$ cat src/triangle_plane_slice_defines.svh
// Assertion macros for the triangle plane slice block.
// No dependencies; included by the top level only.
`ifndef TRIANGLE_PLANE_SLICE_DEFINES_SVH
`define TRIANGLE_PLANE_SLICE_DEFINES_SVH

`ifndef SYNTHESIS
`define TPS_ASSERT_IMPL(lbl, clk, rst_n, ante, cons) \
  lbl: assert property (@(posedge clk) disable iff (!rst_n) (ante) |-> (cons)) \
    else $error("tps assertion failed");
`define TPS_ASSERT_NEXT(lbl, clk, rst_n, ante, cons) \
  lbl: assert property (@(posedge clk) disable iff (!rst_n) (ante) |=> (cons)) \
    else $error("tps assertion failed");
`else
`define TPS_ASSERT_IMPL(lbl, clk, rst_n, ante, cons)
`define TPS_ASSERT_NEXT(lbl, clk, rst_n, ante, cons)
`endif

`endif

$ cat src/tps_pkg.sv
// Shared types, sizes and vertex selection for the triangle plane slice.
// No dependencies.
package tps_pkg;

  localparam int unsigned COORD_W  = 32;
  localparam int unsigned DIFF_W   = COORD_W + 1;
  localparam int unsigned PROD_W   = 2 * DIFF_W;
  localparam int unsigned STEP_CNT = 36;
  localparam int unsigned STG_STEPS = 4;
  localparam int unsigned DIV_STGS = STEP_CNT / STG_STEPS;
  localparam int unsigned REM_W    = DIFF_W + 1;
  localparam int unsigned LANES    = 4;

  typedef logic signed [COORD_W-1:0] coord_t;
  typedef coord_t [2:0] vtx3_t;

  // one output coordinate in flight
  typedef struct packed {
    coord_t              lc;
    logic [DIFF_W-1:0]   dmag;
    logic [DIFF_W-1:0]   nmag;
    logic [DIFF_W-1:0]   den;
    logic                neg;
  } lane_t;

  typedef struct packed {
    coord_t              lc;
    logic [DIFF_W-1:0]   den;
    logic                neg;
    logic [REM_W-1:0]    rem;
    logic [STEP_CNT-1:0] dvd;
    logic [STEP_CNT-1:0] quo;
  } div_t;

  typedef lane_t [LANES-1:0] lanes_t;
  typedef div_t  [LANES-1:0] divs_t;

  function automatic logic [1:0] lone_sel(input logic [2:0] m);
    unique case (m)
      3'd1, 3'd6: lone_sel = 2'd0;
      3'd2, 3'd5: lone_sel = 2'd1;
      3'd3, 3'd4: lone_sel = 2'd2;
      default:    lone_sel = 2'd0;
    endcase
  endfunction

  function automatic logic [1:0] first_sel(input logic [2:0] m);
    unique case (m)
      3'd1, 3'd6: first_sel = 2'd1;
      3'd5:       first_sel = 2'd2;
      default:    first_sel = 2'd0;
    endcase
  endfunction

  function automatic logic [1:0] second_sel(input logic [2:0] m);
    unique case (m)
      3'd1, 3'd2, 3'd6: second_sel = 2'd2;
      3'd3, 3'd4:       second_sel = 2'd1;
      default:          second_sel = 2'd0;
    endcase
  endfunction

  function automatic logic [DIFF_W-1:0] mag(input logic signed [DIFF_W-1:0] v);
    mag = v[DIFF_W-1] ? DIFF_W'(-v) : DIFF_W'(v);
  endfunction

endpackage

$ cat src/tps_div_stage.sv
// One restoring-division stage: STG_STEPS quotient bits for every lane.
// Depends on tps_pkg.
module tps_div_stage (
  input  logic           clk_i,
  input  logic           en_i,
  input  tps_pkg::divs_t divs_i,
  output tps_pkg::divs_t divs_o
);
  import tps_pkg::*;

  divs_t divs_d, divs_q;

  always_comb begin
    logic [REM_W-1:0] r2;
    logic             ge;
    divs_d = divs_i;
    for (int l = 0; l < LANES; l++) begin
      for (int s = 0; s < STG_STEPS; s++) begin
        r2 = {divs_d[l].rem[REM_W-2:0], divs_d[l].dvd[STEP_CNT-1]};
        ge = r2 >= {1'b0, divs_d[l].den};
        divs_d[l].rem = ge ? r2 - {1'b0, divs_d[l].den} : r2;
        divs_d[l].quo = {divs_d[l].quo[STEP_CNT-2:0], ge};
        divs_d[l].dvd = {divs_d[l].dvd[STEP_CNT-2:0], 1'b0};
      end
    end
  end

  always_ff @(posedge clk_i) begin
    if (en_i) divs_q <= divs_d;
  end

  assign divs_o = divs_q;
endmodule

$ cat config.mk
export PLATFORM = sky130hd
export DESIGN_NAME = tps_div_stage
export DESIGN_NICKNAME = d
export VERILOG_FILES = /design/src/triangle_plane_slice_defines.svh /design/src/tps_pkg.sv /design/src/tps_div_stage.sv
export SDC_FILE = /design/constraint.sdc
export NUM_CORES = 2
export LEC_CHECK = 0
export BUFFER_PORTS_ARGS = -buffer_cell sky130_fd_sc_hd__buf_2
export CAP_MARGIN = 30
export CELL_PAD_IN_SITES_DETAIL_PLACEMENT = 1
export CELL_PAD_IN_SITES_GLOBAL_PLACEMENT = 2
export CORE_AREA = 2 2 536 538
export DETAILED_ROUTE_END_ITERATION = 10
export DIE_AREA = 0 0 538 540
export GPL_TIMING_DRIVEN = 0
export PLACE_DENSITY = 0.52
export SLEW_MARGIN = 20
export SYNTH_ARGS = -nofsm -noshare
export SYNTH_HDL_FRONTEND = slang
export SYNTH_SLANG_ARGS = --single-unit
export TNS_END_PERCENT = 1
$ cat constraint.sdc
create_clock -name clk_i -period 21.6 [get_ports clk_i]
set_input_delay 4.32 -clock clk_i [delete_from_list [all_inputs] [get_ports clk_i]]
set_output_delay 4.32 -clock clk_i [all_outputs]
set_load 0.005 [all_outputs]
==> metrics.yaml <==
initial_utilization: 0.186
drtAntennaViolNets: 0
finalMaxSlewViolations: 0
ys_ff_latch: 672
overflow: 0
max_freq_mhz: 49.3
num_io_pins: 1378
use_met2: 0.332
finalPower_mw: 11.8
cts_tree: "built"
ys_seq_area_frac: 0.380
max-vdd-ir-drop_v: 0.0000799
dr.pass1.iters: 5
cp_slowest_cell: "o31ai_1"
dp_cells: 10400
stdcell_area_um2: 67900
via_count: 48400
drv_cap: 0
setup_viol: 0
placed_cell_area_um2: 64800
synth_edf_count: 672
cpPeakStageDelay_ns: 0.61
first_iter_violations: 2648
dp_slack_ns: -0.776
grt_max_degree: 98
tightestPinTransition_ns: 1.01
startpoint: "divs_i[290]"
hold_path_class: "in2reg"
crit_arrival_ns: 20.81
synthArstFlopShare: 0
fp.coreArea_um2: 284000
cts-root-buf: "clkbuf_16"
syn_area_um2: 53000
fin_nets: 7993
stdcell_count: 10600
power.switching_mw: 5.50
hpwl_um: 243000
worstSetupEndpoint: "divs_o[257]$_DFFE_PP_"
clk_pin_slew_worst_paths_ns: 0.07
final_util: 0.239
yosys_warnings: 0
post-cts-setup-buffers: 0
wl_per_cell_um: 26.6
largest_reg_flops: 672
routed_wl_um: 283000
p_clk_frac: 0.131
grtUsageTotal: 0.187
fillers: 33000
swShare: 0.466
synth_cells: 5288
min_period_ns: 20.29
finalWorstSetupSlack_ns: 1.31
clk_path_buf_depth: 4
finalCritPeriodShare: 0.939
p_int_mw: 6.29
area_growth_pct: 28.1
grt_use_met1: 0.226
synth_area_leader_cell: "edfxtp_1"
relSlewSlack: 0.323
avgViaCountPerCell: 4.55
status: "finished clean"
synth.distinct_cells: 85
dominantRegCellSynth: "edfxtp_1"
cts_hold_buf: 0
yosysMostFrequentCell: "edfxtp_1"
rsz0062_at_grt: "false"
seqPwrFrac: 0.173
grt_first_pass_wirelength_um: 389000
place_congestion: 0.907
synth_commonest_cells: "672 x edfxtp_1, 528 x ha_1, 504 x a21oi_1, 332 x nor2_1, 321 x inv_1"
dieHeight_um: 540
antenna_found_initial: 103
route.detailed.drc: 0
row_count: 196
fin_hold_ws_ns: 3.68
p_leak_nw: 29.2
grt_busiest_layer: "met2"
dieArea_um2: 291000
p_comb_frac: 0.696
crit_type: "in2reg"
port_buffers: 1341
ctsResizeCount: 0
clock-sinks: 672
start_kind: "input pin"
synth_top_area_share: 0.380
finalHoldViolations: 0
required_ns: 22.12
syn_area_per_cell_um2: 10.0
timing.setup.tns_ns: 0
numCtsBuffers: 93
die_width_um: 538
drive_above_1_share: 0.283
met3_usage: 0.0345
power_density_nw_per_um2: 174
h-tree-depth: 3
cp-end-kind: "flip-flop"
synthTopCellsByArea: "edfxtp_1 38%, ha_1 12%, mux2_2 6.8%"
first_global_vias: 50100
cp_max_fo: 10
[critical path, delay by kind of cell]
kind / cells / cell delay [ns]
muxes: 3 / 1.35
adders and majority gates: 4 / 1.58
AOI/OAI and AO/OA: 27 / 7.81
and+or+nand+nor: 8 / 1.86
buffers and inverters: 12 / 3.79
[per-layer routing]
metal  up-vias  part of all wire
met2      1260              0.50
met5         -            0.0010
met3       344             0.051
met1     23900              0.42
li1      22900                 -
met4        42             0.035
[placed cells by master (no fill, tap or decap), types with 65 or more instances in the layout]
master,netlist,layout
xnor2_1,305,305
ha_1,528,528
mux2_2,318,318
nand4_1,78,78
nor2_1,332,331
o21bai_1,71,71
edfxtp_1,672,672
o21ai_0,292,292
nor3_1,94,94
buf_2,14,1361
nand2_1,320,320
nand3_1,84,84
clkbuf_16,0,93
a21o_1,242,242
a21oi_1,504,504
o21a_1,92,92
inv_1,321,321
nor2b_1,65,65
xor2_1,135,135
[logic make-up (layout without fill, tap and decap cells)]
logic type                 Yosys count  in the layout  share of synthesized area
AOI/OAI and AO/OA                 1592           1592                      0.192
xor gates and xnor gates           440            440                     0.0727
adders and majority gates          544            544                      0.131
buffers and inverters              435           1961                     0.0329
DFF                                672            672                      0.380
muxes                              372            372                     0.0781
other                                1             69                  0.0000707
and+or+nand+nor                   1232           1232                      0.113
[power groups by stage]
stage	sequential [mW]	clock, mW	combinational [mW]
floorplan	2.07	0	5.49
global placement	2.10	0	8.21
detailed placement	2.07	0	8.22
CTS	2.05	1.62	8.31
global route	2.06	1.66	9.05
finish	2.04	1.54	8.21
[layout make-up]
class	count	area, um^2	share of cell area
inverters	326	1220	0.0180
flip-flops and latches	672	20200	0.297
well taps	3762	4710	0.0693
diodes	53	133	0.00195
multi-input cells	4196	31200	0.459
plain buffers	108	532	0.00783
clock buffers	106	2380	0.0350
clock inverters	59	544	0.00801
repair buffers	1362	7030	0.103
[worst min path at each step]
stage	depth (start not counted)	end	start
after floorplan	0	divs_o[106]$_DFFE_PP_	divs_i[106]
after global placement	1	divs_o[161]$_DFFE_PP_	divs_i[161]
after detailed placement	1	divs_o[505]$_DFFE_PP_	divs_i[505]
after CTS	1	divs_o[676]$_DFFE_PP_	divs_i[676]
after global routing	1	divs_o[49]$_DFFE_PP_	divs_i[45]
final	1	divs_o[676]$_DFFE_PP_	divs_i[676]
No activity file was read; power rests on OpenSTA's default activity.
