File: src/triangle_plane_slice_defines.svh
// Assertion macros for the triangle plane slice block.
// No dependencies; included by the top level only.
`ifndef TRIANGLE_PLANE_SLICE_DEFINES_SVH
`define TRIANGLE_PLANE_SLICE_DEFINES_SVH

`ifndef SYNTHESIS
`define TPS_ASSERT_IMPL(lbl, clk, rst_n, ante, cons) \
  lbl: assert property (@(posedge clk) disable iff (!rst_n) (ante) |-> (cons)) \
    else $error("tps assertion failed");
`define TPS_ASSERT_NEXT(lbl, clk, rst_n, ante, cons) \
  lbl: assert property (@(posedge clk) disable iff (!rst_n) (ante) |=> (cons)) \
    else $error("tps assertion failed");
`else
`define TPS_ASSERT_IMPL(lbl, clk, rst_n, ante, cons)
`define TPS_ASSERT_NEXT(lbl, clk, rst_n, ante, cons)
`endif

`endif

File: src/tps_pkg.sv
// Shared types, sizes and vertex selection for the triangle plane slice.
// No dependencies.
package tps_pkg;

  localparam int unsigned COORD_W  = 32;
  localparam int unsigned DIFF_W   = COORD_W + 1;
  localparam int unsigned PROD_W   = 2 * DIFF_W;
  localparam int unsigned STEP_CNT = 36;
  localparam int unsigned STG_STEPS = 4;
  localparam int unsigned DIV_STGS = STEP_CNT / STG_STEPS;
  localparam int unsigned REM_W    = DIFF_W + 1;
  localparam int unsigned LANES    = 4;

  typedef logic signed [COORD_W-1:0] coord_t;
  typedef coord_t [2:0] vtx3_t;

  // one output coordinate in flight
  typedef struct packed {
    coord_t              lc;
    logic [DIFF_W-1:0]   dmag;
    logic [DIFF_W-1:0]   nmag;
    logic [DIFF_W-1:0]   den;
    logic                neg;
  } lane_t;

  typedef struct packed {
    coord_t              lc;
    logic [DIFF_W-1:0]   den;
    logic                neg;
    logic [REM_W-1:0]    rem;
    logic [STEP_CNT-1:0] dvd;
    logic [STEP_CNT-1:0] quo;
  } div_t;

  typedef lane_t [LANES-1:0] lanes_t;
  typedef div_t  [LANES-1:0] divs_t;

  function automatic logic [1:0] lone_sel(input logic [2:0] m);
    unique case (m)
      3'd1, 3'd6: lone_sel = 2'd0;
      3'd2, 3'd5: lone_sel = 2'd1;
      3'd3, 3'd4: lone_sel = 2'd2;
      default:    lone_sel = 2'd0;
    endcase
  endfunction

  function automatic logic [1:0] first_sel(input logic [2:0] m);
    unique case (m)
      3'd1, 3'd6: first_sel = 2'd1;
      3'd5:       first_sel = 2'd2;
      default:    first_sel = 2'd0;
    endcase
  endfunction

  function automatic logic [1:0] second_sel(input logic [2:0] m);
    unique case (m)
      3'd1, 3'd2, 3'd6: second_sel = 2'd2;
      3'd3, 3'd4:       second_sel = 2'd1;
      default:          second_sel = 2'd0;
    endcase
  endfunction

  function automatic logic [DIFF_W-1:0] mag(input logic signed [DIFF_W-1:0] v);
    mag = v[DIFF_W-1] ? DIFF_W'(-v) : DIFF_W'(v);
  endfunction

endpackage

File: src/tps_prep.sv
// First stage: above mask, lone/other vertex pick, differences and magnitudes.
// Depends on tps_pkg.
module tps_prep (
  input  logic            clk_i,
  input  logic            en_i,
  input  tps_pkg::vtx3_t  x_i,
  input  tps_pkg::vtx3_t  y_i,
  input  tps_pkg::vtx3_t  z_i,
  input  tps_pkg::coord_t pz_i,
  output logic            hit_o,
  output tps_pkg::lanes_t lanes_o
);
  import tps_pkg::*;

  logic [2:0]  above;
  logic [1:0]  li, ai, bi;
  lanes_t      lanes_d, lanes_q;
  logic        hit_d, hit_q;

  always_comb begin
    logic [1:0]               oi;
    coord_t                   lc, oc;
    logic signed [DIFF_W-1:0] d, n, den;
    for (int k = 0; k < 3; k++) above[k] = z_i[k] > pz_i;
    li = lone_sel(above);
    ai = first_sel(above);
    bi = second_sel(above);
    hit_d = (above != 3'd0) && (above != 3'd7);
    for (int l = 0; l < LANES; l++) begin
      oi  = (l < 2) ? ai : bi;
      lc  = (l % 2 == 0) ? x_i[li] : y_i[li];
      oc  = (l % 2 == 0) ? x_i[oi] : y_i[oi];
      d   = DIFF_W'(oc) - DIFF_W'(lc);
      n   = DIFF_W'(pz_i) - DIFF_W'(z_i[li]);
      den = DIFF_W'(z_i[oi]) - DIFF_W'(z_i[li]);
      lanes_d[l].lc   = lc;
      lanes_d[l].dmag = mag(d);
      lanes_d[l].nmag = mag(n);
      lanes_d[l].den  = mag(den);
      lanes_d[l].neg  = d[DIFF_W-1] ^ n[DIFF_W-1] ^ den[DIFF_W-1];
    end
  end

  always_ff @(posedge clk_i) begin
    if (en_i) begin
      lanes_q <= lanes_d;
      hit_q   <= hit_d;
    end
  end

  assign lanes_o = lanes_q;
  assign hit_o   = hit_q;
endmodule

File: config.mk
export PLATFORM = sky130hd
export DESIGN_NAME = tps_prep
export DESIGN_NICKNAME = d
export VERILOG_FILES = /design/src/triangle_plane_slice_defines.svh /design/src/tps_pkg.sv /design/src/tps_prep.sv
export SDC_FILE = /design/constraint.sdc
export NUM_CORES = 2
export LEC_CHECK = 0
export ABC_CLOCK_PERIOD_IN_PS = 6200
export BUFFER_PORTS_ARGS = -buffer_cell sky130_fd_sc_hd__buf_2
export CAP_MARGIN = 40
export CORE_MARGIN = 2
export CORE_UTILIZATION = 26
export CTS_CLUSTER_SIZE = 25
export DETAILED_ROUTE_END_ITERATION = 7
export SLEW_MARGIN = 10
export SYNTH_ARGS = -nofsm -noshare
export SYNTH_HDL_FRONTEND = slang
export SYNTH_SLANG_ARGS = --single-unit
export TNS_END_PERCENT = 100
File: constraint.sdc
create_clock -name clk_i -period 6.2 [get_ports clk_i]
set_input_delay 0 -clock clk_i [delete_from_list [all_inputs] [get_ports clk_i]]
set_output_delay 0 -clock clk_i [all_outputs]
set_load 0.01 [all_outputs]
==> results.ini <==
[placed_design]
dp.cells=8335
hpwl_mm=168
portBuffers=850
preCtsSetupSlack_ns=-0.902
gp_congestion=1.02

[synthesis]
syn_nets=5190
synthCells=4534
synth.distinct_cells=114
synth_area_leaders=edfxtp_1 24%, ha_1 11%, xnor2_1 5.8%
ys_ff_latch=300
synthArstFlopShare_pct=0
ys_seq_area_share_pct=23.8
yosys.area.top_type=edfxtp_1
synthesis.area_sq_mm=0.0378
yosys_warnings=0
synth_edf_count=300
syn_area_per_cell_sq_um=8.34
synth_ff_type=edfxtp_1
synth_top_area_share_pct=23.8

[global_routing]
grt_pass1_wl_mm=284
grt.overflow.total=0
antenna_found_initial=72
grt_max_degree=131
grt_pass1_vias=43045
track_usage_pct=25.5

[run]
drv_cap=0

[timing]
min_period_over_period_pct=99.4
slew_violations=0
period_minus_slack_ns=6.16
finalHoldViolations=0
tightestPinTransition_ns=0.953
setup_viol=0
setup_ws_ns=0.0397
relSlewSlack_pct=36.5
hold_ws_ns=0.0236
fmax_mhz=162
tns_ns=0

[finish]
final_cell_mix=1,462 x buf_4, 849 x buf_2, 374 x a21oi_1
drive_above_1_share_pct=40.2
finalNonFillerCells=8580
multiInputGateArea_sq_mm=0.0255
syn_to_final_growth_pct=50.7
final_nets=7265
final_common_cell=buf_4
nFillCells=14617
regArea_sq_mm=0.00901

[setup_path]
cp-start-kind=input port
arrival_ns=6.52
cp_max_fo=21
end_kind=register
setup.worst_path.start=pz_i[13]
critPathSlowestCell=or4_4
path_class=in -> reg
critical_path.endpoint=lanes_o[293]
worst-path-buf-inv=7
cp.required_ns=6.56
cp_slowest_stage_delay_ns=0.62
crit_family=simple AND/OR/NAND/NOR gates
cp.depth=29

[clock_network]
cts.sinks=300
clk_path_buf_depth=3
numCtsBuffers=43
cts-root-buf=clkbuf_16
cts_tree=done
h-tree-depth=2
cts.clk_slew.worst_paths_ns=0.06

[floorplan]
dieHeight_um=385
pin_count=851
rows=139
design.core.area_sq_mm=0.144
die_x_um=385
initial_core_util_pct=26.3
fp.dieArea_sq_mm=0.149

[power]
p_sw_mw=15.9
peakVddDrop_mv=0.268
clkPwrFrac_pct=7.4
finalPower_mw=34.6
powerDensity_mw_per_mm2=607
p_comb_share_pct=78.9
power_frac_seq_pct=13.7
swShare_pct=45.8
leakage_nw=26.1
p_int_mw=18.7

[outcome]
status=complete, but fails checks
violations=design-rule violations

[drt]
first_pass_iters=8
dr_wl_met3_mm=18.5
ant_nets=0
maxUsedRoutingLayer=met5
via_count=45558
vias_per_cell=5.31
wl_met1_mm=88.9
wl_met2_mm=84.5
route.detailed.drc=8
wirelength_mm=200
wire_per_inst_um=23.3
drt-initial-drc-count=4448

[worst_hold_path]
hold_path.class=in -> reg

-- stage by stage --
step	util [%]	cell area, sq um
floorplan	-	37800
global placement	37.3	53700
detailed placement	37.3	53800
CTS	39.2	56500
global route	39.5	56900
finish	39.6	57000
-- kinds of logic (layout without fill, tap and decap cells) --
group / count (synthesis) / after routing / share of synthesized area (%)
AOI/OAI and AO/OA: 1665 / 1665 / 31.1
and+or+nand+nor: 1080 / 1080 / 14.8
buffers and inverters: 763 / 2869 / 9.99
xor gates and xnor gates: 379 / 379 / 8.78
adders and majority gates: 334 / 334 / 11.2
DFF: 300 / 300 / 23.8
muxes: 13 / 13 / 0.367
other: 0 / 37 / 0
-- how the worst min path moves through the flow --
stage          startpoint           end  slack (ns)  cells past startpoint
2_1_floorplan        en_i         hit_o        0.11                      0
3_3_place_gp      x_i[62]  lanes_o[394]        0.40                      2
3_5_place_dp      x_i[51]  lanes_o[383]        0.40                      2
4_1_cts           y_i[78]  lanes_o[246]       0.009                      2
5_1_grt           y_i[78]  lanes_o[246]       0.008                      2
6_report          y_i[78]  lanes_o[246]        0.02                      2
-- power by group through the flow --
stage                     Sequential [mW]  Clock, mW  Combinational [mW]
final                                4.73       2.57                27.3
after global routing                 4.80       2.70                29.4
after CTS                            4.73       2.65                26.9
after detailed placement             4.74          0                26.4
after global placement               4.76          0                26.4
after floorplan                      4.93          0                13.2
-- sequential cells by signal, summed over array words and instances, names as in the netlist --
name,cells
hit_o,1
lanes_o,299
-- cells in the mapped netlist (9+ instances only) --
cell type and count:
a211o_1 10, a211oi_1 46, a21boi_0 11, a21o_1 135, a21oi_1 382, a221o_1 15, a221oi_1 90, a222oi_1 11
a31o_2 11, a31oi_1 48, a32oi_1 92, and2_1 20, and3_1 23, and4_1 13, buf_2 31, buf_4 231
clkbuf_1 193, edfxtp_1 300, ha_1 327, inv_1 302, nand2_1 274, nand2b_1 121, nand3_1 78, nand4_1 53
nor2_1 234, nor2b_1 35, nor3_1 71, nor4_1 27, o2111ai_1 9, o211ai_1 119, o21a_1 51, o21ai_0 286
o21ai_1 19, o21bai_1 28, o221a_2 66, o221ai_1 94, o31ai_1 36, or2_2 24, or3_1 20, or4_1 14
xnor2_1 250, xor2_1 129
-- final cells by class --
type / count / area share (%)
Tap cell: 1903 / 4.18
Antenna cell: 37 / 0.162
Sequential cell: 300 / 15.8
Clock inverter: 26 / 0.556
Clock buffer: 50 / 1.93
Inverter: 303 / 2.00
Timing Repair Buffer: 2490 / 30.6
Multi-Input combinational cell: 3471 / 44.8
-- layer usage --
layer,track usage [%],up-vias
met2,38.6,2162
met3,6.27,349
met4,7.99,50
li1,-,21232
met1,35.3,21765
met5,0,-
-- what timing repair did --
| action | 4_1_cts | 5_1_grt |
|---|---|---|
| pin swaps | 0 | 15 |
| hold buffers | 128 | 0 |
| setup buffers | 0 | 3 |
| hold endpoints to repair | 101 | 0 |
| setup endpoints to repair | 13 | 182 |
| gates resized for setup | 2 | 73 |
| gates cloned | 0 | 1 |
No activity file was read; power rests on OpenSTA's default activity.
